==> src/hw/rtl/sia_ram.sv <==
`default_nettype none

module sia_ram #(
  parameter int unsigned Width = 8,
  parameter int unsigned Depth = 16
) (
  input  wire logic                     clk_i,
  input  wire logic                     we_i,
  input  wire logic [$clog2(Depth)-1:0] waddr_i,
  input  wire logic [Width-1:0]         wdata_i,
  input  wire logic                     re_i,
  input  wire logic [$clog2(Depth)-1:0] raddr_i,
  output logic      [Width-1:0]         rdata_o
);

  logic [Width-1:0] mem_q [Depth];

  always_ff @(posedge clk_i) begin
    if (we_i) begin
      mem_q[waddr_i] <= wdata_i;
    end
    if (re_i) begin
      rdata_o <= mem_q[raddr_i];
    end
  end

endmodule

`default_nettype wire

==> config.mk <==
export PLATFORM = sky130hd
export DESIGN_NAME = sia_ram
export DESIGN_NICKNAME = d
export VERILOG_FILES = /design/src/hw/rtl/sia_ram.sv
export SDC_FILE = /design/constraint.sdc
export NUM_CORES = 1
export LEC_CHECK = 0
export ABC_CLOCK_PERIOD_IN_PS = 3400
export BUFFER_PORTS_ARGS = -buffer_cell sky130_fd_sc_hd__buf_2
export CORE_ASPECT_RATIO = 2
export CORE_MARGIN = 10
export CORE_UTILIZATION = 25
export CTS_BUF_LIST = sky130_fd_sc_hd__clkbuf_8
export DETAILED_ROUTE_END_ITERATION = 7
export GPL_ROUTABILITY_DRIVEN = 0
export GPL_TIMING_DRIVEN = 0
export PLACE_DENSITY_LB_ADDON = 0.15
export SLEW_MARGIN = 10
export SYNTH_ARGS = -nofsm -noshare
export SYNTH_HDL_FRONTEND = slang
export SYNTH_SLANG_ARGS = --single-unit
==> constraint.sdc <==
create_clock -name clk_i -period 3.4 [get_ports clk_i]
set_clock_uncertainty 0.05 [all_clocks]
set_input_delay 0.68 -clock clk_i [delete_from_list [all_inputs] [get_ports clk_i]]
set_output_delay 0.68 -clock clk_i [all_outputs]
set_load 0.1 [all_outputs]
==> flow_summary_export.csv, run 1 <==
group,metric,value,unit
status,status,"complete, no violations",
final_layout,n_antenna_cell,0,
critical_path,crit_path_end_kind,"flip-flop",
power_and_ir_drop,power.total,3.16,mW
placement,dp.cells,521,
critical_path,crit_chain,"buf_2 > or3b_2 > nor2_1",
clock_network,cts_root_buffer,"clkbuf_8",
synthesis,yosys_warnings,0,
timing,relSlewSlack,0.400,
synthesis,syn-cell-area,0.00523,sq mm
route,ant_nets,0,
critical_path,crit_slowest_cell,"nor2_1",
synthesis,postSynthAreaPerCell,22.8,sq um
clock_network,clkTransAtPathRegs,0.07,ns
synthesis,syn-num-nets,248,
clock_network,htreeDepth,4,
synthesis,ys.flop_type,"edfxtp_1",
grt,grt_util_all_layers,0.0931,
clock_network,clock_latency,0.45,ns
grt,grt_max_degree,17,
route,wire_per_inst,22.1,um
critical_path,worstPathRequired,3.41,ns
clock_network,postCtsSetupBuffers,0,
clock_network,clockBufferDepth,2,
grt,met2_usage,0.170,
floorplan,die_w,122,um
final_layout,area_delta_synth_final,14.7,%
power_and_ir_drop,power_density,527,mW/mm^2
job,maxCapViolations,0,
min_path,worstHoldPathType,"input port to flip-flop",
grt,globalRouteMet3Util,0.0256,
critical_path,start_kind,"input port",
route,dr.pass1.iters,4,
timing,setup_tns,0,ns
floorplan,die-area,0.0274,sq mm
critical_path,crit_type,"input port to flip-flop",
final_layout,final-instance-count-excl-fill,550,
critical_path,crit_fanout,8,
placement,hpwl,8380,um
critical_path,arrival,2.03,ns
synthesis,synth-seq-area-share,0.781,
grt,grt.busiest_layer,"met2",
route,drt_iter0_markers,130,
placement,portBuffers,25,
grt,gr-usage-met1,0.0923,
floorplan,num_io_pins,27,
grt,first_global_vias,2521,
route,drt-total-wl,12200,um
clock_network,cts_tree,"yes",
timing,final_max_slew_viol_count,0,
final_layout,utilization,0.292,
synthesis,yosysTopAreaCell,"edfxtp_1",
power_and_ir_drop,leakage,1.92,nW
grt,grt_pass1_wl,17300,um
synthesis,synth.ff_latch_count,136,
critical_path,critPathMaxStageDelay,0.70,ns
timing,worstMarginPinSlew,0.896,ns
synthesis,synth.top_cell.area_share,0.781,
synthesis,ys_top_cells_by_count,"136 x edfxtp_1, 18 x mux4_2, 16 x a22oi_1",
clock_network,cts_inserted_buffers,17,
floorplan,rows,74,
power_and_ir_drop,peakVddDrop,0.183,mV
clock_network,clock-sinks,136,
route,routed_via_density,4.37,
synthesis,async_flop_share,0,
grt,grt-ovfl-total,0,
route,drc,0,
timing,period_needed,2.01,ns
final_layout,drive_gt1_frac,0.278,
floorplan,coreArea,0.0206,sq mm
timing,hold_ws,0.515,ns
synthesis,syn_inst,229,
clock_network,cts_resized,0,
timing,rsz0062_at_grt,"false",
timing,setup_viol,0,
synthesis,synth_area_leaders,"edfxtp_1 78%, mux4_2 7.8%, mux4_1 7.0%, a22oi_1 2.3%, nor2_1 0.93%",
route,vias,2405,
timing,fin_crit_sh,0.592,
synthesis,synth-edff-count,136,
timing,fmaxAchievable,497,MHz
clock_network,ctsHoldBuffers,0,
synthesis,yosysUniqueCellTypes,18,
grt,antenna_found_initial,0,
timing,final_hold_viol_count,0,
floorplan,start_util,0.254,
synthesis,yosysMostFrequentCell,"edfxtp_1",
floorplan,dieHeight,225,um
final_layout,nNetsFinal,293,
[sequential cells by signal (all words and copies together) (netlist names)]
name	flops
mem_q	128
rdata_o	8
[path summary, 6_finish.rpt]
path,from,end,slack (ns),cells past startpoint
hold / removal,re_i,rdata_o[6]$_DFFE_PP_,0.51,1
setup / recovery,waddr_i[2],mem_q[3][5]$_DFFE_PP_,1.39,3
setup reg to reg,mem_q[4][7]$_DFFE_PP_,rdata_o[7]$_DFFE_PP_,1.74,3
hold reg to reg,mem_q[15][2]$_DFFE_PP_,rdata_o[2]$_DFFE_PP_,0.74,3
[metrics by stage]
step	worst slack (ns)	instance area (sq um)
after global routing	1.28	6000
after global placement	0.483	5690
after CTS	1.37	6000
after detailed placement	0.888	5710
final	1.39	6000
after floorplan	1.18	5230
[final cells by class]
cell class	instances	area [sq um]
Buffer	10	86.3
Clock buffer	17	234
Clock inverter	12	48.8
Fill cell	2061	14600
Multi-Input combinational cell	83	1080
Sequential cell	136	4080
Tap cell	266	333
Timing Repair Buffer	26	133
[where the power goes]
| part | switching (mW) | internal [mW] | total [mW] |
|---|---|---|---|
| Sequential | 0.00715 | 1.89 | 1.90 |
| Combinational | 0.175 | 0.0736 | 0.248 |
| Clock | 0.558 | 0.461 | 1.02 |
[cells by family (layout without fill, tap and decap cells)]
family          Yosys count  in the layout  synth area share
flops                   136            136             0.781
simple gates             35             35            0.0314
mux                      32             32             0.148
compound gates           16             16            0.0230
buf+inv                  10             65            0.0165
[layer usage]
| metal | share of wire | vias up |
|---|---|---|
| met5 | 0 | - |
| met4 | 0.019 | 0 |
| met3 | 0.043 | 12 |
| met2 | 0.58 | 68 |
| met1 | 0.36 | 1261 |
| li1 | - | 1064 |
[layout by cell type, fill, tap and decap left out]
master and count:
edfxtp_1 136, buf_2 28, mux4_2 18, clkbuf_8 17, a22oi_1 16, mux4_1 14
nor2_1 13, nand2_1 9, clkinv_1 6, nor3_2 4, buf_6 3, clkdlybuf4s25_2 3
inv_1 3, clkinv_2 3, buf_4 2, nand3b_1 2, nand2b_1 2, nor2b_1 1
and2_1 1, and2b_1 1, nand3_1 1, or3b_2 1
[worst max-delay path, delay by kind of cell]
kind,cells,cell delay (ns)
and+or+nand+nor,2,1.22
buffers and inverters,1,0.12
No activity file was read; power rests on OpenSTA's default activity.
==> run 2, diff against run 1 <==
Settings changed: ABC_CLOCK_PERIOD_IN_PS 3400 to 1900.
Clock period 3.4 ns to 1.9 ns, I/O delays scaled along.
==> flow_summary_export.csv, run 2 (synthesized netlist as in run 1, its figures left out) <==
group,metric,value,unit
floorplan,start_util,0.254,
floorplan,coreArea,0.0206,sq mm
route,routed_via_density,4.30,
placement,dp.cells,520,
final_layout,regMostFlops,"mem_q",
clock_network,clock-sinks,136,
final_layout,utilization,0.295,
clock_network,htreeDepth,4,
placement,hpwl,8450,um
clock_network,ctsHoldBuffers,0,
status,status,"complete, no violations",
critical_path,start_kind,"input port",
route,drt_iter0_markers,113,
timing,relSlewSlack,0.372,
clock_network,cts_inserted_buffers,17,
min_path,worstHoldPathType,"input port to flip-flop",
power_and_ir_drop,peakVddDrop,0.320,mV
final_layout,final-instance-count-excl-fill,552,
timing,hold_ws,0.214,ns
route,vias,2376,
critical_path,path_buf_inv,1,
final_layout,area_delta_synth_final,15.9,%
timing,period_needed,1.72,ns
floorplan,dieHeight,225,um
clock_network,clock_latency,0.44,ns
floorplan,rows,74,
final_layout,final_common_cell,"edfxtp_1",
power_and_ir_drop,power_density,989,mW/mm^2
route,wire_per_inst,22.3,um
critical_path,critPathTopFamily,"simple AND/OR/NAND/NOR gates",
final_layout,drive_gt1_frac,0.294,
critical_path,arrival,1.73,ns
grt,grt_pass1_wl,17500,um
power_and_ir_drop,leakage,1.95,nW
critical_path,crit_type,"input port to flip-flop",
job,maxCapViolations,0,
critical_path,critPathMaxStageDelay,0.71,ns
grt,first_global_vias,2536,
final_layout,layout_common_cells,"136 x edfxtp_1, 28 x buf_2, 18 x mux4_2",
timing,fin_crit_sh,0.905,
critical_path,worstPathRequired,1.91,ns
timing,worstMarginPinSlew,0.939,ns
timing,setup_tns,0,ns
final_layout,n_antenna_cell,0,
timing,rsz0062_at_grt,"false",
clock_network,clkTransAtPathRegs,0.08,ns
route,dr.pass1.iters,4,
critical_path,crit_path_end_kind,"flip-flop",
timing,final_max_slew_viol_count,0,
clock_network,clockBufferDepth,2,
critical_path,crit_fanout,8,
timing,fmaxAchievable,582,MHz
placement,portBuffers,25,
clock_network,postCtsSetupBuffers,0,
clock_network,cts_resized,0,
route,drc,0,
critical_path,crit_slowest_cell,"nor2_1",
timing,final_hold_viol_count,0,
route,ant_nets,0,
route,drt-total-wl,12300,um
final_layout,top_regs,"mem_q (128), rdata_o (8)",
floorplan,die-area,0.0274,sq mm
grt,grt-ovfl-total,0,
timing,setup_viol,0,
floorplan,num_io_pins,27,
clock_network,cts_tree,"yes",
critical_path,crit_chain,"buf_2 > or3b_2 > nor2_1",
floorplan,die_w,122,um
final_layout,largest_reg_flops,128,
grt,antenna_found_initial,0,
grt,grt_util_all_layers,0.0944,
clock_network,cts_root_buffer,"clkbuf_8",
grt,grt_max_degree,17,
final_layout,nNetsFinal,292,
run 2: cell types whose count changed in the layout (fill, tap and decap cells not counted):
cell,change
buf_4,-1
bufinv_16,+2
clkinv_1,-3
clkinv_2,+3
clkinvlp_4,+1
run 2: power breakdown:
group	switching, mW	internal (mW)	total, mW
clock	1.04	1.12	2.16
combinational	0.311	0.131	0.442
sequential	0.0129	3.38	3.39
total	1.37	4.63	5.99
run 2: worst reg2reg max path: stages, from the launching register on:
cell      delay [ns]
edfxtp_1        0.35
mux4_1          0.58
a22oi_1         0.32
nand2_1         0.10
run 2: through the flow:
step                      setup slack [ns]  instance area (sq um)  power (mW)
after CTS                            0.166                   6060        6.08
after detailed placement            -0.348                   5710        3.92
final                                0.181                   6060        5.99
after global placement              -0.432                   5690        3.90
after global routing                0.0993                   6060        6.22
after floorplan                      0.188                   5230        3.73
run 2: final timing paths:
path / from / end / slack [ns] / cells after the start
max: waddr_i[2] / mem_q[3][4]$_DFFE_PP_ / 0.18 / 3
min reg2reg: mem_q[12][1]$_DFFE_PP_ / rdata_o[1]$_DFFE_PP_ / 0.73 / 3
min: re_i / rdata_o[5]$_DFFE_PP_ / 0.21 / 1
max reg2reg: mem_q[1][1]$_DFFE_PP_ / rdata_o[1]$_DFFE_PP_ / 0.27 / 3
run 2: per-layer routing:
| metal | wire, um | share of wire | up-vias | global-route usage |
|---|---|---|---|---|
| li1 | - | - | 1064 | - |
| met4 | 301 | 0.024 | 0 | 0.0481 |
| met2 | 7090 | 0.57 | 53 | 0.171 |
| met1 | 4470 | 0.36 | 1246 | 0.0952 |
| met5 | 0 | 0 | - | 0 |
| met3 | 464 | 0.038 | 13 | 0.0266 |
run 2: layout make-up:
cell class	count	area (sq um)
Fill cell	2073	14500
Tap cell	266	333
Clock inverter	15	120
Multi-Input combinational cell	83	1080
Sequential cell	136	4080
Buffer	10	86.3
Clock buffer	17	234
Timing Repair Buffer	25	125
